--- src/hdl/kset_pkg.sv ---
package kset_pkg;

	localparam int unsigned DEF_TABLE_DEPTH = 16;
	localparam int unsigned DEF_POS_BITS    = 4;
	localparam int unsigned DEF_CNT_BITS    = 5;

	localparam int unsigned ACT_BITS    = 2;
	localparam int unsigned ID_BITS     = 4;
	localparam int unsigned START_BITS  = 5;
	localparam int unsigned PERIOD_BITS = 7;
	localparam int unsigned CAP_BITS    = 5;

	// common width for comparing counts, positions and the capacity
	localparam int unsigned WIDE_W = 8;

	localparam logic [CAP_BITS-1:0] CAP_RESET = 5'd16;

	typedef enum logic [ACT_BITS-1:0] {
		ACT_ADD     = 2'd0,
		ACT_REM_KEY = 2'd1,
		ACT_REM_ID  = 2'd2,
		ACT_READ    = 2'd3
	} action_t;

	typedef enum logic [1:0] {
		ST_IDLE,
		ST_SCAN,
		ST_FETCH,
		ST_FINISH
	} state_t;

	typedef struct packed {
		logic [ID_BITS-1:0]     id;
		logic [START_BITS-1:0]  start;
		logic [PERIOD_BITS-1:0] period;
	} entry_t;

	typedef struct packed {
		logic ready;
		logic scan;
		logic fetch;
		logic finish;
	} ctrl_cmd_t;

	typedef struct packed {
		logic req_valid;
		logic req_is_read;
		logic scan_done;
		logic out_free;
	} dp_status_t;

endpackage

--- src/hdl/kset_req_if.sv ---
interface kset_req_if #(parameter int unsigned POS_W = kset_pkg::DEF_POS_BITS);
	import kset_pkg::*;

	logic                   valid;
	logic                   ready;
	logic [ACT_BITS-1:0]    action;
	logic [ID_BITS-1:0]     entry_id;
	logic [START_BITS-1:0]  start_slot;
	logic [PERIOD_BITS-1:0] period_value;
	logic [POS_W-1:0]       position;

	modport source (
		output valid, action, entry_id, start_slot, period_value, position,
		input  ready
	);
	modport sink (
		input  valid, action, entry_id, start_slot, period_value, position,
		output ready
	);
endinterface

--- src/hdl/kset_rsp_if.sv ---
interface kset_rsp_if #(parameter int unsigned CNT_W = kset_pkg::DEF_CNT_BITS);
	import kset_pkg::*;

	logic                   valid;
	logic                   ready;
	logic [CNT_W-1:0]       changed_count;
	logic [CNT_W-1:0]       entry_count;
	logic                   table_full;
	logic [ID_BITS-1:0]     read_id;
	logic [START_BITS-1:0]  read_start;
	logic [PERIOD_BITS-1:0] read_period;
	logic                   read_valid;

	modport source (
		output valid, changed_count, entry_count, table_full,
		output read_id, read_start, read_period, read_valid,
		input  ready
	);
	modport sink (
		input  valid, changed_count, entry_count, table_full,
		input  read_id, read_start, read_period, read_valid,
		output ready
	);
endinterface

--- src/hdl/kset_cfg_if.sv ---
interface kset_cfg_if;
	import kset_pkg::*;

	logic                valid;
	logic                ready;
	logic [CAP_BITS-1:0] capacity_limit;

	modport source (output valid, capacity_limit, input ready);
	modport sink (input valid, capacity_limit, output ready);
endinterface

--- src/hdl/kset_ctrl.sv ---
module kset_ctrl (
	input  logic                  clk,
	input  logic                  arst_n,
	input  kset_pkg::dp_status_t  status,
	output kset_pkg::ctrl_cmd_t   cmd
);
	import kset_pkg::*;

	state_t state_q;
	state_t state_d;

	always_ff @(posedge clk or negedge arst_n) begin
		if (!arst_n) begin
			state_q <= ST_IDLE;
		end else begin
			state_q <= state_d;
		end
	end

	always_comb begin
		state_d = state_q;
		unique case (state_q)
			ST_IDLE: begin
				if (status.req_valid) begin
					state_d = status.req_is_read ? ST_FETCH : ST_SCAN;
				end
			end
			ST_SCAN: begin
				if (status.scan_done) begin
					state_d = ST_FINISH;
				end
			end
			ST_FETCH: begin
				state_d = ST_FINISH;
			end
			ST_FINISH: begin
				if (status.out_free) begin
					state_d = ST_IDLE;
				end
			end
			default: begin
				state_d = ST_IDLE;
			end
		endcase
	end

	always_comb begin
		cmd = '0;
		unique case (state_q)
			ST_IDLE:   cmd.ready  = 1'b1;
			ST_SCAN:   cmd.scan   = 1'b1;
			ST_FETCH:  cmd.fetch  = 1'b1;
			ST_FINISH: cmd.finish = status.out_free;
			default:   cmd = '0;
		endcase
	end

`ifndef SYNTHESIS
	a_accept_leaves_idle: assert property (@(posedge clk) disable iff (!arst_n)
		(cmd.ready && status.req_valid) |=> (state_q != ST_IDLE))
		else $error("accepted transfer did not start an action");

	a_finish_waits: assert property (@(posedge clk) disable iff (!arst_n)
		(state_q == ST_FINISH && !status.out_free) |=> (state_q == ST_FINISH))
		else $error("result dropped while output register busy");
`endif

endmodule

--- src/hdl/kset_dp.sv ---
module kset_dp #(
	parameter int unsigned TABLE_DEPTH = kset_pkg::DEF_TABLE_DEPTH
) (
	input  logic                 clk,
	input  logic                 arst_n,
	kset_req_if.sink             req,
	kset_rsp_if.source           rsp,
	kset_cfg_if.sink             cfg,
	input  kset_pkg::ctrl_cmd_t  cmd,
	output kset_pkg::dp_status_t status
);
	import kset_pkg::*;

	localparam int unsigned AW    = (TABLE_DEPTH > 1) ? $clog2(TABLE_DEPTH) : 1;
	localparam int unsigned CNT_W = $clog2(TABLE_DEPTH + 1);
	localparam logic [WIDE_W-1:0] DEPTH_W = WIDE_W'(TABLE_DEPTH);

	entry_t mem [TABLE_DEPTH];

	// latched request
	action_t                act_q;
	logic [ID_BITS-1:0]     id_q;
	logic [START_BITS-1:0]  start_q;
	logic [PERIOD_BITS-1:0] period_q;
	logic [AW-1:0]          pos_q;
	logic                   pos_ok_q;

	logic [CNT_W-1:0]    count_q;
	logic [CNT_W-1:0]    r_q;
	logic [CNT_W-1:0]    w_q;
	logic                found_q;
	logic                rd_valid_s1;
	entry_t              rd_data_s1;
	logic [CAP_BITS-1:0] cap_q;

	logic                   out_valid_q;
	logic [CNT_W-1:0]       out_changed_q;
	logic [CNT_W-1:0]       out_count_q;
	logic                   out_full_q;
	entry_t                 out_entry_q;
	logic                   out_rvalid_q;

	logic                accept;
	logic [WIDE_W-1:0]   pos_w;
	logic [WIDE_W-1:0]   cnt_w;
	logic [WIDE_W-1:0]   cap_w;
	logic [WIDE_W-1:0]   eff_cap;
	logic                pos_ok;
	logic                issue;
	logic                rd_en;
	logic [AW-1:0]       rd_addr;
	logic                proc;
	logic                key_hit;
	logic                id_hit;
	logic                drop;
	logic                upd;
	logic                append;
	logic                wr_en;
	logic [AW-1:0]       wr_addr;
	entry_t              wr_data;
	logic [CNT_W-1:0]    new_count;
	logic [CNT_W-1:0]    changed;

	assign accept  = cmd.ready && req.valid;
	assign pos_w   = WIDE_W'(req.position);
	assign cnt_w   = WIDE_W'(count_q);
	assign pos_ok  = (pos_w < cnt_w) && (pos_w < DEPTH_W);
	assign cap_w   = WIDE_W'(cap_q);
	assign eff_cap = (cap_w > DEPTH_W) ? DEPTH_W : cap_w;

	assign status.req_valid   = req.valid;
	assign status.req_is_read = (action_t'(req.action) == ACT_READ);
	assign status.scan_done   = (r_q >= count_q) && !rd_valid_s1;
	assign status.out_free    = !out_valid_q || rsp.ready;

	assign req.ready = cmd.ready;
	assign cfg.ready = 1'b1;

	// read side: one entry per cycle while scanning, or the addressed entry on a read
	assign issue   = cmd.scan && (r_q < count_q);
	assign rd_en   = issue || (cmd.fetch && pos_ok_q);
	assign rd_addr = cmd.fetch ? pos_q : r_q[AW-1:0];

	// compare stage on the entry read in the previous cycle
	assign proc    = cmd.scan && rd_valid_s1;
	assign key_hit = (rd_data_s1.id == id_q) && (rd_data_s1.start == start_q);
	assign id_hit  = (rd_data_s1.id == id_q);
	assign append  = (act_q == ACT_ADD) && !found_q && (cnt_w < eff_cap);

	always_comb begin
		drop = 1'b0;
		upd  = 1'b0;
		unique case (act_q)
			ACT_ADD:     upd  = key_hit && !found_q;
			ACT_REM_KEY: drop = key_hit && !found_q;
			ACT_REM_ID:  drop = id_hit;
			ACT_READ:    drop = 1'b0;
			default:     drop = 1'b0;
		endcase
	end

	// survivors are written back at w_q, which never passes the read pointer
	always_comb begin
		wr_en   = 1'b0;
		wr_addr = w_q[AW-1:0];
		wr_data = rd_data_s1;
		if (cmd.finish) begin
			wr_en   = append;
			wr_addr = count_q[AW-1:0];
			wr_data = '{id: id_q, start: start_q, period: period_q};
		end else if (proc) begin
			if (act_q == ACT_ADD) begin
				wr_en          = upd;
				wr_data.period = period_q;
			end else begin
				wr_en = !drop;
			end
		end
	end

	always_comb begin
		unique case (act_q)
			ACT_ADD: begin
				new_count = append ? count_q + CNT_W'(1) : count_q;
				changed   = append ? CNT_W'(1) : '0;
			end
			ACT_REM_KEY, ACT_REM_ID: begin
				new_count = w_q;
				changed   = count_q - w_q;
			end
			ACT_READ: begin
				new_count = count_q;
				changed   = '0;
			end
			default: begin
				new_count = count_q;
				changed   = '0;
			end
		endcase
	end

	always_ff @(posedge clk) begin
		if (wr_en) begin
			mem[wr_addr] <= wr_data;
		end
		if (rd_en) begin
			rd_data_s1 <= mem[rd_addr];
		end
	end

	always_ff @(posedge clk) begin
		if (accept) begin
			act_q    <= action_t'(req.action);
			id_q     <= req.entry_id;
			start_q  <= req.start_slot;
			period_q <= req.period_value;
			pos_q    <= pos_w[AW-1:0];
			pos_ok_q <= pos_ok;
		end
		if (cmd.finish) begin
			out_changed_q <= changed;
			out_count_q   <= new_count;
			out_full_q    <= (WIDE_W'(new_count) >= eff_cap);
			out_rvalid_q  <= (act_q == ACT_READ) && pos_ok_q;
			out_entry_q   <= ((act_q == ACT_READ) && pos_ok_q) ? rd_data_s1 : '0;
		end
	end

	always_ff @(posedge clk or negedge arst_n) begin
		if (!arst_n) begin
			count_q     <= '0;
			r_q         <= '0;
			w_q         <= '0;
			found_q     <= 1'b0;
			rd_valid_s1 <= 1'b0;
			cap_q       <= CAP_RESET;
			out_valid_q <= 1'b0;
		end else begin
			rd_valid_s1 <= issue;
			if (accept) begin
				r_q     <= '0;
				w_q     <= '0;
				found_q <= 1'b0;
			end else begin
				if (issue) begin
					r_q <= r_q + CNT_W'(1);
				end
				if (proc) begin
					found_q <= found_q || upd || drop;
					if (!drop) begin
						w_q <= w_q + CNT_W'(1);
					end
				end
			end
			if (cmd.finish) begin
				count_q <= new_count;
			end
			if (cfg.valid) begin
				cap_q <= cfg.capacity_limit;
			end
			if (cmd.finish) begin
				out_valid_q <= 1'b1;
			end else if (rsp.ready) begin
				out_valid_q <= 1'b0;
			end
		end
	end

	assign rsp.valid         = out_valid_q;
	assign rsp.changed_count = DEF_CNT_BITS'(out_changed_q);
	assign rsp.entry_count   = DEF_CNT_BITS'(out_count_q);
	assign rsp.table_full    = out_full_q;
	assign rsp.read_id       = out_entry_q.id;
	assign rsp.read_start    = out_entry_q.start;
	assign rsp.read_period   = out_entry_q.period;
	assign rsp.read_valid    = out_rvalid_q;

`ifndef SYNTHESIS
	a_count_range: assert property (@(posedge clk) disable iff (!arst_n)
		count_q <= CNT_W'(TABLE_DEPTH))
		else $error("entry count beyond table depth");

	a_write_behind_read: assert property (@(posedge clk) disable iff (!arst_n)
		cmd.scan |-> ((w_q <= r_q) && (r_q <= count_q)))
		else $error("compaction write pointer overtook read pointer");
`endif

endmodule

--- src/hdl/keyed_schedule_entry_table.sv ---
// Order: add and both removes scan the N entries in use between transfer in and result;
// a read fetches the addressed entry instead; a result held back stalls the next action.
// Flow: one action at a time, no new transfer in before the last one finishes; the
// scan reads one entry per cycle and writes survivors back behind it in the same pass.
// Reset: table empty, capacity 16, no result pending; table contents are not cleared.
module keyed_schedule_entry_table #(
	parameter int unsigned TABLE_DEPTH = kset_pkg::DEF_TABLE_DEPTH
) (
	input logic        clk,
	input logic        arst_n,
	kset_req_if.sink   req,
	kset_rsp_if.source rsp,
	kset_cfg_if.sink   cfg
);
	import kset_pkg::*;

	ctrl_cmd_t  cmd;
	dp_status_t status;

	kset_ctrl u_ctrl (
		.clk    (clk),
		.arst_n (arst_n),
		.status (status),
		.cmd    (cmd)
	);

	kset_dp #(
		.TABLE_DEPTH (TABLE_DEPTH)
	) u_dp (
		.clk    (clk),
		.arst_n (arst_n),
		.req    (req),
		.rsp    (rsp),
		.cfg    (cfg),
		.cmd    (cmd),
		.status (status)
	);

endmodule
--- src/flat_wrapper.sv ---
// flat-port wrapper written by rule: the top's interface ports become plain ports
module keyed_schedule_entry_table_flat import kset_pkg::*;
#(
	parameter int unsigned TABLE_DEPTH = kset_pkg::DEF_TABLE_DEPTH
)
  (clk, arst_n, req_valid, req_action, req_entry_id, req_start_slot, req_period_value, req_position, req_ready, rsp_valid, rsp_changed_count, rsp_entry_count, rsp_table_full, rsp_read_id, rsp_read_start, rsp_read_period, rsp_read_valid, rsp_ready, cfg_valid, cfg_capacity_limit, cfg_ready);
  kset_req_if req_i ();
  kset_rsp_if rsp_i ();
  kset_cfg_if cfg_i ();
  input logic clk;
  input logic arst_n;
  input wire logic [$bits(req_i.valid)-1:0] req_valid;
  input wire logic [$bits(req_i.action)-1:0] req_action;
  input wire logic [$bits(req_i.entry_id)-1:0] req_entry_id;
  input wire logic [$bits(req_i.start_slot)-1:0] req_start_slot;
  input wire logic [$bits(req_i.period_value)-1:0] req_period_value;
  input wire logic [$bits(req_i.position)-1:0] req_position;
  output wire logic [$bits(req_i.ready)-1:0] req_ready;
  output wire logic [$bits(rsp_i.valid)-1:0] rsp_valid;
  output wire logic [$bits(rsp_i.changed_count)-1:0] rsp_changed_count;
  output wire logic [$bits(rsp_i.entry_count)-1:0] rsp_entry_count;
  output wire logic [$bits(rsp_i.table_full)-1:0] rsp_table_full;
  output wire logic [$bits(rsp_i.read_id)-1:0] rsp_read_id;
  output wire logic [$bits(rsp_i.read_start)-1:0] rsp_read_start;
  output wire logic [$bits(rsp_i.read_period)-1:0] rsp_read_period;
  output wire logic [$bits(rsp_i.read_valid)-1:0] rsp_read_valid;
  input wire logic [$bits(rsp_i.ready)-1:0] rsp_ready;
  input wire logic [$bits(cfg_i.valid)-1:0] cfg_valid;
  input wire logic [$bits(cfg_i.capacity_limit)-1:0] cfg_capacity_limit;
  output wire logic [$bits(cfg_i.ready)-1:0] cfg_ready;
  assign req_i.valid = req_valid;
  assign req_i.action = req_action;
  assign req_i.entry_id = req_entry_id;
  assign req_i.start_slot = req_start_slot;
  assign req_i.period_value = req_period_value;
  assign req_i.position = req_position;
  assign req_ready = req_i.ready;
  assign rsp_valid = rsp_i.valid;
  assign rsp_changed_count = rsp_i.changed_count;
  assign rsp_entry_count = rsp_i.entry_count;
  assign rsp_table_full = rsp_i.table_full;
  assign rsp_read_id = rsp_i.read_id;
  assign rsp_read_start = rsp_i.read_start;
  assign rsp_read_period = rsp_i.read_period;
  assign rsp_read_valid = rsp_i.read_valid;
  assign rsp_i.ready = rsp_ready;
  assign cfg_i.valid = cfg_valid;
  assign cfg_i.capacity_limit = cfg_capacity_limit;
  assign cfg_ready = cfg_i.ready;
  keyed_schedule_entry_table #(.TABLE_DEPTH(TABLE_DEPTH)) u_core (.clk(clk), .arst_n(arst_n), .req(req_i), .rsp(rsp_i), .cfg(cfg_i));
endmodule
--- config.mk ---
export PLATFORM = sky130hd
export DESIGN_NAME = keyed_schedule_entry_table_flat
export DESIGN_NICKNAME = d
export VERILOG_FILES = /design/src/hdl/kset_pkg.sv /design/src/hdl/kset_req_if.sv /design/src/hdl/kset_rsp_if.sv /design/src/hdl/kset_cfg_if.sv /design/src/hdl/kset_ctrl.sv /design/src/hdl/kset_dp.sv /design/src/hdl/keyed_schedule_entry_table.sv /design/src/flat_wrapper.sv
export SDC_FILE = /design/constraint.sdc
export NUM_CORES = 1
export LEC_CHECK = 0
export ABC_CLOCK_PERIOD_IN_PS = 3950
export BUFFER_PORTS_ARGS = -buffer_cell sky130_fd_sc_hd__buf_2
export CAP_MARGIN = 20
export CORE_AREA = 2 2 159 177
export CTS_BUF_LIST = sky130_fd_sc_hd__clkbuf_16
export CTS_CLUSTER_SIZE = 14
export DETAILED_ROUTE_END_ITERATION = 10
export DIE_AREA = 0 0 161 179
export HOLD_SLACK_MARGIN = 0.06
export PLACE_DENSITY = 0.72
export SLEW_MARGIN = 10
export SYNTH_ARGS = -nofsm -noshare
export SYNTH_HDL_FRONTEND = slang
export SYNTH_SLANG_ARGS = --single-unit
--- constraint.sdc ---
create_clock -name clk -period 3.95 [get_ports clk]
set_input_delay 0.395 -clock clk [delete_from_list [all_inputs] [get_ports clk]]
set_output_delay 0.395 -clock clk [all_outputs]
set_load 0.01 [all_outputs]
## Word level (Yosys, flattened, before mapping)

Memory sizes are Yosys's and may differ from the RTL's. A register that Yosys moved wholly into a read port is not among the register bits.
Cells that the tools add are included.

- Register bits after elaboration: 76
- Bits in writable memories: 256
- Input bits: 32
- Output and inout bits: 31
- Word-level logic and storage cells: 109
- Memories kept: 1

- Add/sub/neg operators: 4
- $lt $le $gt $ge: 7
- Equality and inequality tests: 13
- Muxes and demuxes: 36
- Reductions and logical operators: 27

Memories:

| name | depth | width | read ports | clocked after Yosys merged registers in | wr ports | RTL line | text |
|---|---|---|---|---|---|---|---|
| u_core.u_dp.mem | 16 | 16 | 1 | 1 | 1 | kset_dp.sv:18 | `entry_t mem [TABLE_DEPTH];` |

Operators by type and width:

| kind | count |
|---|---|
| two-way mux 5 bit | 7 |
| one-hot mux 5 bit (3 select lines) | 2 |
| two-way mux 7 bit | 3 |
| adder 5 x 1 -> 5 bit (second input constant) | 3 |
| two-way mux 1 bit | 15 |
| logical AND 1 bit | 11 |
| equality test 2 bit (second input constant) | 5 |
| greater-or-equal comparator 5 bit | 2 |
| < comparator 5 bit | 2 |
| two-way mux 9 bit | 1 |
| two-way mux 2 bit | 4 |
| two-way mux 4 bit | 2 |
| one-hot mux 2 bit (4 select lines) | 1 |
| != test 2 bit (second input constant) | 3 |
| nonzero test 2 bit | 3 |
| equality test 5 bit | 1 |
| > comparator 5 bit (second input constant) | 1 |
| < comparator 4 x 5 -> 1 bit | 1 |
| < comparator 4 x 5 -> 1 bit (second input constant) | 1 |
| subtractor 5 bit | 1 |
| equality test 2 x 1 -> 1 bit (second input constant) | 2 |
| equality test 4 bit | 1 |
| zero test 1 bit | 4 |
| zero test 2 bit | 2 |
| other kinds (6) | 9 |

## Logic depth before layout (Yosys ltp)

Gate-level depths: netlist of the first run.

- Depth after elaboration: 10
- Gate-level depth with buffers: 14

## Cells and area by module

Synthesis of the first run repeated with hierarchy kept, for this count alone.

- Cell total of the unflattened synthesis: 834
- Area, all modules: 14582.7 um^2

Modules (own cells, without submodules):

| module | instances | cells an instance | area an instance (um^2) | sequential area each (um^2) |
|---|---|---|---|---|
| kset_dp | 1 | 816 | 14407.6 | 10276.1 |
| kset_ctrl | 1 | 18 | 175.2 | 50.0 |

## Least setup slack after synthesis of the first run

OpenSTA, ideal clock, no wires.

- Kind: flip-flop to flip-flop
- Start point: reg u_core.u_dp.cap_q[4]
- End point: mem u_core.u_dp.mem[12][0] in the netlist's numbering (enable)
- Library setup time: 413 ps
- Arrival: 2911 ps
- Setup slack: 627 ps
- Cell stages (with the launch flop): 10
- Path buffers: 1
- Cell sequence: dfstp_2 -> inv_1 -> nand2_1 -> ha_1 -> o211ai_1 -> o211ai_1 -> nand3_1 -> o41ai_2 -> buf_2 -> nor3b_1

- Cells in the longest elaborated chain, start to end: 7

Ends and longest elaborated chain:

| element | RTL line | text |
|---|---|---|
| start, declared | kset_dp.sv:34 | `logic [CAP_BITS-1:0] cap_q;` |
| start signal, assigned | kset_dp.sv:199 | `cap_q <= cfg.capacity_limit;` |
| > comparator 5 bit | kset_dp.sv:69 | `assign eff_cap = (cap_w > DEPTH_W) ? DEPTH_W : cap_w;` |
| two-way mux 5 bit * | kset_dp.sv:69 |  |
| < comparator 5 bit * | kset_dp.sv:88 | `assign append = (act_q == ACT_ADD) && !found_q && (cnt_w < eff_cap);` |
| logical AND 1 bit * | kset_dp.sv:88 |  |
| two-way mux 1 bit * | kset_dp.sv:107 | `if (cmd.finish) begin` |
| two-way mux 1 bit * | kset_dp.sv:143 | `if (wr_en) begin` |
| two-way mux 1 bit (implied by the code) * | kset_dp.sv:144 | `mem[wr_addr] <= wr_data;` |
| end, declared | kset_dp.sv:18 |  |

Every way passes the cells marked *; elsewhere a longest branch is shown, timed or not.

## Worst setup path in the final report of the first run

- Start point: reg u_core.u_dp.count_q[1]
- End point: reg u_core.u_dp.out_full_q, in the netlist u_core.u_dp.rsp.table_full (data pin)

- Cells in the longest elaborated chain, start to end: 5

Ends and longest elaborated chain:

| element | RTL line | text |
|---|---|---|
| start, declared | kset_dp.sv:28 | `logic [CNT_W-1:0] count_q;` |
| start signal, assigned | kset_dp.sv:196 | `count_q <= new_count;` |
| < comparator 5 bit | kset_dp.sv:88 |  |
| logical AND 1 bit | kset_dp.sv:88 |  |
| two-way mux 5 bit | kset_dp.sv:124 | `new_count = append ? count_q + CNT_W'(1) : count_q;` |
| one-hot mux 5 bit (3 select lines) * | kset_dp.sv:122 | `unique case (act_q)` |
| greater-or-equal comparator 5 bit * | kset_dp.sv:163 | `out_full_q <= (WIDE_W'(new_count) >= eff_cap);` |
| end signal, assigned | kset_dp.sv:163 |  |
| end, declared | kset_dp.sv:39 | `logic out_full_q;` |

Marked as above.
A chain may end at the register's enable or synchronous reset.

==> results of run 1 <==
power breakdown:
part           switching, mW  internal (mW)  total, mW
Combinational           2.71           1.73       4.44
Clock                   1.36           1.70       3.06
Sequential             0.303           5.31       5.61
Total                   4.37           8.73       13.1
cell families (layout without fill, tap and decap cells):
| kind of cell | Yosys count | count (layout) |
|---|---|---|
| adders and majority gates | 33 | 33 |
| and+or+nand+nor | 174 | 174 |
| muxes | 90 | 90 |
| other | 1 | 1 |
| xor gates and xnor gates | 15 | 15 |
| AOI/OAI and AO/OA | 117 | 117 |
| buffers and inverters | 67 | 212 |
| DFF | 348 | 348 |
registers in the layout, indices dropped and copies added, names as in the netlist, 7 cells and up:
name and cells:
u_core.u_dp.rsp.read_period 7, u_core.u_dp.mem 256, u_core.u_dp.rd_data_s1 16, u_core.u_dp.period_q 7
final cells by class:
type / instances / area [sq um] / share of cell area (%)
clock buffers: 35 / 875.8 / 5.179
well taps: 363 / 454.2 / 2.686
clock inverters: 28 / 188.9 / 1.117
flip-flops and latches: 348 / 10330 / 61.07
multi-input cells: 430 / 4069 / 24.06
repair buffers: 121 / 890.9 / 5.268
inverters: 28 / 105.1 / 0.6215
cells in the final DEF, fill, tap and decap left out, types with 6 or more instances in the layout:
master | Yosys | layout
buf_12 | 2 | 7
mux2i_1 | 8 | 7
nor2_2 | 0 | 9
a22oi_1 | 32 | 32
clkinv_1 | 0 | 8
nand2_1 | 73 | 73
buf_2 | 10 | 61
buf_4 | 3 | 32
clkbuf_16 | 0 | 35
mux2_2 | 17 | 17
a21oi_1 | 19 | 19
mux4_1 | 16 | 16
nor3b_2 | 1 | 7
nand2b_1 | 7 | 7
o211ai_1 | 6 | 6
dlygate4sd3_1 | 0 | 20
nor2_1 | 31 | 22
ha_1 | 32 | 32
and3_1 | 18 | 18
dfrtp_1 | 24 | 24
o21ai_0 | 19 | 19
edfxtp_1 | 323 | 323
inv_1 | 27 | 34
a21o_1 | 9 | 9
clkinv_2 | 0 | 8
nand3_1 | 8 | 8
nand4_1 | 7 | 7
xnor2_1 | 13 | 13
mux4_2 | 48 | 48
what timing repair did:
action                                 in CTS  in global routing
endpoints found under the hold margin      43                  0
hold buffers                               20                  0
gates resized for setup                     0                  0
how the worst min path moves through the flow:
stage | startpoint | end | slack, ns | depth (start not counted)
floorplan | arst_n | u_core.u_ctrl.state_q[0] | 0.1 | 0
global placement | arst_n | u_core.u_dp.cap_q[0] | 0.45 | 1
detailed placement | arst_n | u_core.u_dp.cap_q[0] | 0.45 | 1
CTS | req_position[0] | u_core.u_dp.pos_q[0] | 0.06 | 1
global route | req_position[0] | u_core.u_dp.pos_q[0] | 0.06 | 1
finish | req_position[0] | u_core.u_dp.pos_q[0] | 0.07 | 1
routing by layer:
layer  GRT usage (%)  vias up  routed length, um
li1                -     3596                  -
met1           29.38     4071              12360
met2           40.24      382              16910
met3           3.909       76               2302
met4           9.263        0               1099
met5               0        -                  0
stage by stage:
stage | util, % | power (mW) | area (sq um) | hold slack (ns) | setup WS, ns
after floorplan | - | 8.676 | 14660 | 0.09941 | 0.6266
after global placement | 57.44 | 9.956 | 15640 | 0.4453 | 0.6784
after detailed placement | 57.44 | 10.08 | 15640 | 0.4458 | 0.5785
after CTS | 62.09 | 13.15 | 16910 | 0.06102 | 0.5239
after global routing | 62.11 | 13.74 | 16910 | 0.06355 | 0.3266
final | 62.11 | 13.11 | 16910 | 0.07417 | 0.5009
==> results.py, run 1 <==
metrics = {
    "outcome": {
        "status": "complete, no violations",
    },
    "global_route": {
        "grt_max_degree": 36,
        "gr-total-overflow": 0,
        "gr-usage-all-layers_pct": 23.16,
        "grt_pass1_vias": 8061,
        "antenna_found_initial": 0,
        "grt_first_pass_wirelength_mm": 49.06,
    },
    "worst_setup_path": {
        "cp_max_fo": 12,
        "crit_family": "compound AO/OA/AOI/OAI gates",
        "setup.worst_path.class": "flop to flop",
        "startpoint": "u_core.u_dp.count_q[1]",
        "cp-start-kind": "flop",
        "path_cells": "ha_1 > nor4b_1 > o211ai_1 > nand2_1 > xnor2_1 > a21o_1 > ha_1 > nand2b_1 > a21o_1 > a21o_1 > a21o_1 > a21o_1",
        "path_depth": 12,
        "worst_path_largest_cell_delay_ns": 0.55,
        "reg2reg_from": "u_core.u_dp.count_q[1]",
        "cp_slowest_cell": "dfrtp_1",
        "path_buf_inv": 0,
        "r2r_end": "u_core.u_dp.rsp.table_full",
        "cpMostUsedCell": "a21o_1",
        "crit_arrival_ns": 3.73,
        "worst-r2r-setup-slack_ns": 0.50,
        "cp-end-kind": "flop",
        "crit_required_ns": 4.23,
        "reg2regPathDepth": 12,
        "crit_path_end": "u_core.u_dp.rsp.table_full",
    },
    "synth": {
        "synth_edf_count": 323,
        "synth_xor_area_share_pct": 0.8963,
        "synthFlopType": "edfxtp_1",
        "yosys_warnings": 0,
        "synth.distinct_cells": 59,
        "synth_top_area_cell": "edfxtp_1",
        "syn_nets": 910,
        "ys_async_sr_fraction_pct": 7.184,
        "synth_commonest_cells": "edfxtp_1, nand2_1, mux4_2",
        "synth-adder-area-share_pct": 2.868,
        "synth-compound-area-share_pct": 5.557,
        "synth_top_family_by_area": "multiplexers",
        "synth_simple_gate_area_share_pct": 5.685,
        "synth-seq-cells": 348,
        "syn_area_sq_um": 14660,
        "synth.avg_cell_area_sq_um": 17.35,
        "yosysMostFrequentCell": "edfxtp_1",
        "synthCells": 845,
        "synth_top_cell_area_share_pct": 66.17,
        "yosysSeqAreaShare_pct": 70.45,
        "synth_mux_area_share_pct": 12.19,
        "synth_area_leaders": "edfxtp_1, mux4_2, dfrtp_1",
    },
    "drt": {
        "ant_nets": 0,
        "drc": 0,
        "vias": 8125,
        "totalWireLength_mm": 32.68,
        "wl_per_cell_um": 24.15,
        "firstDrtPassIters": 5,
        "vias_per_cell": 6.005,
        "drt-initial-drc-count": 793,
    },
    "min_path": {
        "min_path_type": "primary input to flop",
    },
    "floorplan": {
        "coreArea_sq_um": 27230,
        "die_area_sq_um": 28820,
        "row_count": 64,
        "start_util_pct": 53.84,
        "die_w_um": 161,
        "die_h_um": 179,
        "io_pins": 63,
    },
    "finish": {
        "area_growth_pct": 15.37,
        "drive_gt1_share_pct": 24.14,
        "diodes": 0,
        "fin_nets": 1029,
        "layoutNonFillerInstCount": 1353,
        "n_fill_cell": 1907,
    },
    "cts": {
        "postCtsSetupBuffers": 0,
        "cts.sinks": 348,
        "clockRootBuffer": "clkbuf_16",
        "worstSkewPairLatency_ns": 0.53,
        "cts_tree": "built",
        "cts_max_level": 2,
        "clkTransAtPathRegs_ns": 0.06,
        "clk_path_buf_depth": 3,
        "cts_buffers": 35,
    },
    "timing": {
        "setup_viol": 0,
        "worst_slew_pin_slew_ns": 0.8521,
        "rsz0062_at_grt": "false",
        "tns_ns": 0,
        "finalMaxSlewViolations": 0,
        "period_share_pct": 87.32,
        "hold_viol": 0,
        "skew_ns": 0.01993,
        "fmax_ghz": 0.2899,
        "period_minus_slack_ns": 3.449,
        "relSlewSlack_pct": 42.98,
    },
    "pwr": {
        "peakVddDrop_uv": 526.2,
        "powerDensity_nw_per_um2": 775.0,
        "power.leakage_nw": 6.084,
    },
    "placed_design": {
        "dp.cells": 1269,
        "port_buffers": 61,
        "hpwl_mm": 20.59,
        "gp_congestion": 0.8787,
    },
    "run": {
        "maxCapViolations": 0,
    },
}
(Power assumes the default switching activity.)
==> run 2, diff against run 1 <==
--- a/config.mk
+++ b/config.mk
@@ -5,16 +5,18 @@
 export SDC_FILE = /design/constraint.sdc
 export NUM_CORES = 1
 export LEC_CHECK = 0
-export ABC_CLOCK_PERIOD_IN_PS = 3950
+export ABC_CLOCK_PERIOD_IN_PS = 3260
 export BUFFER_PORTS_ARGS = -buffer_cell sky130_fd_sc_hd__buf_2
 export CAP_MARGIN = 20
-export CORE_AREA = 2 2 159 177
+export CELL_PAD_IN_SITES_DETAIL_PLACEMENT = 1
+export CELL_PAD_IN_SITES_GLOBAL_PLACEMENT = 2
+export CORE_AREA = 2 2 172 191
 export CTS_BUF_LIST = sky130_fd_sc_hd__clkbuf_16
 export CTS_CLUSTER_SIZE = 14
 export DETAILED_ROUTE_END_ITERATION = 10
-export DIE_AREA = 0 0 161 179
+export DIE_AREA = 0 0 174 193
 export HOLD_SLACK_MARGIN = 0.06
-export PLACE_DENSITY = 0.72
+export PLACE_DENSITY_LB_ADDON = 0.1
 export SLEW_MARGIN = 10
 export SYNTH_ARGS = -nofsm -noshare
 export SYNTH_HDL_FRONTEND = slang
==> constraint.sdc (replaced) <==
create_clock -name clk -period 3.26 [get_ports clk]
set_input_delay 0.326 -clock clk [delete_from_list [all_inputs] [get_ports clk]]
set_output_delay 0.326 -clock clk [all_outputs]
set_load 0.01 [all_outputs]
==> run 2 against run 1 <==
Against the previous run: routed wire length is 14% higher; fmax is 12% higher; critical path depth grew 2; combinational power increased by 30%; die area increased by 17%; final area up 2.7%; via count increased by 0.37%; clock skew down 0.0016 ns; highest routed layer unchanged.
==> results.py, run 2 (synthesized netlist as in run 1, its figures left out) <==
metrics = {
    "outcome": {
        "status": "complete, no violations",
    },
    "worst_setup_path": {
        "crit_arrival_ns": 3.34,
        "cp-start-kind": "flop",
        "startpoint": "u_core.u_dp.cap_q[4]",
        "crit_required_ns": 3.52,
        "cp_max_fo": 5,
        "reg2reg_from": "u_core.u_dp.cap_q[4]",
        "setup.worst_path.class": "flop to flop",
        "cp-end-kind": "flop",
    },
    "timing": {
        "worst_slew_pin_slew_ns": 1.006,
        "skew_ns": 0.01831,
        "tns_ns": 0,
        "finalMaxSlewViolations": 0,
        "rsz0062_at_grt": "false",
        "relSlewSlack_pct": 32.34,
        "holdWs_ns": 0.09572,
        "hold_viol": 0,
        "period_minus_slack_ns": 3.081,
        "period_share_pct": 94.50,
        "setup_viol": 0,
        "fmax_ghz": 0.3246,
    },
    "global_route": {
        "gr-usage-met1_pct": 30.19,
        "grt_first_pass_wirelength_mm": 56.35,
        "top_usage_layer": "met2",
        "grt_max_degree": 33,
        "antenna_found_initial": 0,
        "grt_util_met2_pct": 39.27,
        "gr-usage-all-layers_pct": 22.66,
        "grt_pass1_vias": 8927,
        "use_met3_pct": 2.902,
        "gr-total-overflow": 0,
    },
    "run": {
        "maxCapViolations": 0,
    },
    "drt": {
        "totalWireLength_mm": 37.20,
        "vias_per_cell": 5.659,
        "firstDrtPassIters": 5,
        "wl_per_cell_um": 25.82,
        "vias": 8155,
        "drc": 0,
        "ant_nets": 0,
        "drt-initial-drc-count": 581,
    },
    "finish": {
        "top_register": "u_core.u_dp.mem",
        "fin_nets": 1056,
        "area_growth_pct": 18.45,
        "fin_util_pct": 54.65,
        "reg_top3": "u_core.u_dp.mem (256), u_core.u_dp.rd_data_s1 (16)",
        "largest_reg_flops": 256,
        "n_fill_cell": 3006,
        "final_common_cell": "edfxtp_1",
        "diodes": 0,
        "layoutNonFillerInstCount": 1441,
        "drive_gt1_share_pct": 25.32,
        "multi_input_area_sq_um": 4060,
        "seq_area_sq_um": 10330,
        "layout_common_cells": "edfxtp_1, nand2_1, buf_2, mux4_2, buf_4",
    },
    "pwr": {
        "powerDensity_nw_per_um2": 962.5,
        "power.leakage_nw": 6.275,
        "peakVddDrop_uv": 493.7,
    },
    "placed_design": {
        "port_buffers": 61,
        "hpwl_mm": 23.87,
        "dp.cells": 1348,
        "gp_congestion": 0.8132,
    },
    "floorplan": {
        "die_h_um": 193,
        "die_w_um": 174,
        "start_util_pct": 46.14,
        "die_area_sq_um": 33580,
        "io_pins": 63,
        "coreArea_sq_um": 31770,
        "row_count": 69,
    },
    "cts": {
        "clkTransAtPathRegs_ns": 0.05,
        "worstSkewPairLatency_ns": 0.52,
        "clk_path_buf_depth": 3,
        "cts.sinks": 348,
        "cts_tree": "built",
        "cts_buffers": 37,
        "clockRootBuffer": "clkbuf_16",
        "cts_max_level": 2,
    },
    "min_path": {
        "min_path_type": "primary input to flop",
        "hp-start": "cfg_valid",
    },
}
[run 2: changes by cell type in the layout (fill, tap and decap cells not counted), sizes merged]
cell / previous run / this run
buf: 100 / 118
bufinv: 1 / 6
clkbuf: 36 / 37
clkinv: 18 / 13
clkinvlp: 1 / 0
dlygate4sd3: 20 / 28
inv: 36 / 35
[run 2: path summary, 6_finish.rpt]
check                                                  end  slack (ns)  cells past startpoint
worst max-delay path            u_core.u_dp.rsp.table_full        0.18                     14
worst min-delay path                  u_core.u_dp.cap_q[4]         0.1                      2
worst max register to register  u_core.u_dp.rsp.table_full        0.18                     14
worst min register to register        u_core.u_dp.cap_q[3]        0.52                      1
max in group asynchronous             u_core.u_dp.cap_q[2]        2.42                      2
min in group asynchronous               u_core.u_dp.r_q[2]        0.39                      2
[run 2: timing repair]
action	4_1_cts	5_1_grt
pin swaps	0	3
endpoints found under the hold margin	51	0
cloned	0	0
resized for setup	1	4
hold buffers	28	0
setup buffers	0	1
endpoints found under the setup margin	1	1
[run 2: layer usage]
| metal | wire length (um) | vias to the layer above |
|---|---|---|
| met4 | 988 | 0 |
| li1 | - | 3661 |
| met1 | 16050 | 4257 |
| met2 | 18700 | 178 |
| met5 | 0 | - |
| met3 | 1463 | 59 |
[run 2: power by group]
group	internal, mW	total, mW	switching, mW
sequential	6.44	6.77	0.339
combinational	2.24	5.75	3.51
clock	2.53	4.19	1.65
total	11.2	16.7	5.50
[run 2: area by class of cell]
class,instances,share of cell area (%)
multi-input cells,430,23.39
clock buffers,37,5.333
inverters,28,0.6054
flip-flops and latches,348,59.48
clock inverters,26,1.585
well taps,426,3.070
repair buffers,146,6.544
[run 2: worst max-delay path: stages, from the launching register on]
cell and delay, ns:
dfstp_2 0.55, inv_2 0.06, nand2_1 0.09, ha_1 0.25
a21oi_1 0.22, o211ai_1 0.16, nand2_2 0.14, xnor2_1 0.10
a21o_1 0.20, ha_1 0.28, nand2b_1 0.13, a21o_1 0.17
a21o_1 0.17, a21o_1 0.17, a21o_1 0.17
[run 2: stage by stage]
stage	setup WS [ns]	area (sq um)	total power, mW
after floorplan	0.07553	14660	10.52
after global placement	0.06955	15850	12.41
after detailed placement	0.009575	15850	12.63
after CTS	0.03432	17340	16.88
after global routing	0.001832	17360	17.58
final	0.1792	17360	16.71
==> run 3, diff against run 2 <==
--- a/config.mk
+++ b/config.mk
@@ -17,7 +17,8 @@
 export DIE_AREA = 0 0 174 193
 export HOLD_SLACK_MARGIN = 0.06
 export PLACE_DENSITY_LB_ADDON = 0.1
-export SLEW_MARGIN = 10
+export REMOVE_ABC_BUFFERS = 1
+export SLEW_MARGIN = 40
 export SYNTH_ARGS = -nofsm -noshare
 export SYNTH_HDL_FRONTEND = slang
 export SYNTH_SLANG_ARGS = --single-unit
==> run 3 against run 2 <==
Against the previous run: critical path depth unchanged; count of clock-buffer cells in the layout unchanged; clock power decreased by 1%; sequential cell count unchanged; final cell count increased by 0.62%; worst hold slack got worse by 0.019 ns; final area increased by 0.17%; clock skew decreased by 0.0056 ns; die area unchanged; first-iteration DRC count increased by 14%; global-route usage about the same; critical endpoint unchanged.
==> results.py, run 3 (synthesized netlist as in run 1, its figures left out) <==
metrics = {
    "outcome": {
        "status": "complete, no violations",
    },
    "worst_setup_path": {
        "reg2regPathDepth": 14,
        "reg2reg_from": "u_core.u_dp.cap_q[4]",
        "crit_arrival_ns": 3.45,
        "r2r_end": "u_core.u_dp.rsp.table_full",
        "worst-r2r-setup-slack_ns": 0.08,
        "crit_path_end": "u_core.u_dp.rsp.table_full",
        "crit_required_ns": 3.54,
        "path_cells": "inv_2 > nand2_1 > ha_1 > o211ai_1 > o211ai_1 > nand2_1 > xnor2_1 > a21o_1 > ha_1 > nand2b_1 > a21o_1 > a21o_1 > a21o_1 > a21o_1",
        "path_depth": 14,
        "cp-end-kind": "flop",
        "cp-start-kind": "flop",
        "worst_path_largest_cell_delay_ns": 0.38,
        "cp_slowest_cell": "dfstp_2",
        "startpoint": "u_core.u_dp.cap_q[4]",
        "cpMostUsedCell": "a21o_1",
        "cp_max_fo": 5,
        "setup.worst_path.class": "flop to flop",
        "crit_family": "compound AO/OA/AOI/OAI gates",
        "path_buf_inv": 1,
    },
    "run": {
        "maxCapViolations": 0,
    },
    "finish": {
        "layout_common_cells": "edfxtp_1, nand2_1, buf_2, buf_4, mux4_2",
        "top_register": "u_core.u_dp.mem",
        "largest_reg_flops": 256,
        "fin_util_pct": 54.74,
        "n_fill_cell": 2983,
        "final_common_cell": "edfxtp_1",
        "finish.instance_area_sq_um": 17390,
        "area_growth_pct": 18.65,
        "diodes": 0,
        "drive_gt1_share_pct": 25.88,
        "fin_nets": 1063,
        "reg_top3": "u_core.u_dp.mem (256), u_core.u_dp.rd_data_s1 (16)",
    },
    "cts": {
        "clkTransAtPathRegs_ns": 0.06,
        "clockRootBuffer": "clkbuf_16",
        "cts_buffers": 37,
        "clk_path_buf_depth": 3,
        "cts.sinks": 348,
        "cts_tree": "built",
        "worstSkewPairLatency_ns": 0.52,
        "cts_max_level": 2,
    },
    "floorplan": {
        "die_h_um": 193,
        "die_area_sq_um": 33580,
        "coreArea_sq_um": 31770,
        "die_w_um": 174,
        "start_util_pct": 46.14,
        "io_pins": 63,
        "row_count": 69,
    },
    "timing": {
        "skew_ns": 0.01270,
        "finalMaxSlewViolations": 0,
        "period_share_pct": 97.48,
        "relSlewSlack_pct": 46.92,
        "fmax_ghz": 0.3147,
        "period_minus_slack_ns": 3.178,
        "tns_ns": 0,
        "setup_viol": 0,
        "worst_slew_pin_slew_ns": 0.7796,
        "hold_viol": 0,
    },
    "drt": {
        "vias": 8276,
        "drc": 0,
        "ant_nets": 0,
        "routedLengthMet1_mm": 15.52,
        "totalWireLength_mm": 36.89,
        "wl_per_cell_um": 25.44,
        "vias_per_cell": 5.708,
        "top_layer": "met4",
        "route.met2.wl_mm": 18.50,
        "drt-initial-drc-count": 662,
        "dr_wl_met3_mm": 1.625,
        "firstDrtPassIters": 4,
    },
    "global_route": {
        "grt_max_degree": 31,
        "grt_pass1_vias": 9025,
        "antenna_found_initial": 0,
        "grt_first_pass_wirelength_mm": 55.88,
        "gr-usage-all-layers_pct": 22.66,
        "gr-total-overflow": 0,
    },
    "placed_design": {
        "port_buffers": 61,
        "gp_congestion": 0.8456,
        "hpwl_mm": 23.11,
        "placed_area_sq_um": 15880,
    },
    "pwr": {
        "peakVddDrop_uv": 595.2,
        "power.total_mw": 16.66,
        "powerDensity_nw_per_um2": 958.0,
        "power.leakage_nw": 6.282,
    },
    "min_path": {
        "min_path_type": "primary input to flop",
    },
}
-- run 3: changes by cell type in the layout (fill, tap and decap cells not counted), sizes merged --
cell / before / now
bufinv: 6 / 5
clkinvlp: 0 / 4
inv: 35 / 34
buf: 118 / 125
-- run 3: routing by layer --
layer	vias to the layer above	global-route usage (%)
li1	3665	-
met1	4324	30.19
met2	220	38.43
met3	67	2.725
met4	0	9.211
met5	-	0
-- run 3: worst min-delay path by stage --
stage	from	endpoint	slack, ns	cells past startpoint
finish	cfg_valid	u_core.u_dp.cap_q[4]	0.08	2
floorplan	arst_n	u_core.u_ctrl.state_q[0]	0.03	0
global placement	arst_n	u_core.u_dp.cap_q[2]	0.39	1
global route	cfg_valid	u_core.u_dp.cap_q[4]	0.11	2
CTS	cfg_valid	u_core.u_dp.cap_q[4]	0.06	2
detailed placement	arst_n	u_core.u_dp.cap_q[2]	0.39	1
-- run 3: power breakdown --
part	total, mW	leakage (nW)	switching [mW]	internal [mW]
clock network	4.15	0.590	1.69	2.47
logic	5.77	2.44	3.47	2.30
registers	6.74	3.25	0.311	6.43
total	16.7	6.28	5.47	11.2
-- run 3: area by class of cell --
type / instances / area, sq um / area share, %
Timing Repair Buffer: 153 / 1155 / 6.640
Inverter: 28 / 105.1 / 0.6043
Tap cell: 426 / 533.0 / 3.065
Multi-Input combinational cell: 430 / 4079 / 23.45
Clock inverter: 28 / 267.8 / 1.540
Sequential cell: 348 / 10330 / 59.37
Clock buffer: 37 / 925.9 / 5.324
-- run 3: stage by stage --
step | worst slack, ns | hold WS [ns] | std cells
floorplan | -4.247 | 0.03041 | 806
global placement | 0.1569 | 0.3853 | 1352
detailed placement | 0.08270 | 0.3940 | 1354
CTS | 0.05405 | 0.06303 | 1447
global route | -0.04459 | 0.1124 | 1450
finish | 0.08216 | 0.07720 | 1450
-- run 3: timing repair --
action                                 in CTS  in global routing
hold buffers                               28                  0
endpoints found under the hold margin      51                  0
setup buffers                               0                  3
setup endpoints to repair                   0                  1
gates resized for setup                     0                  6
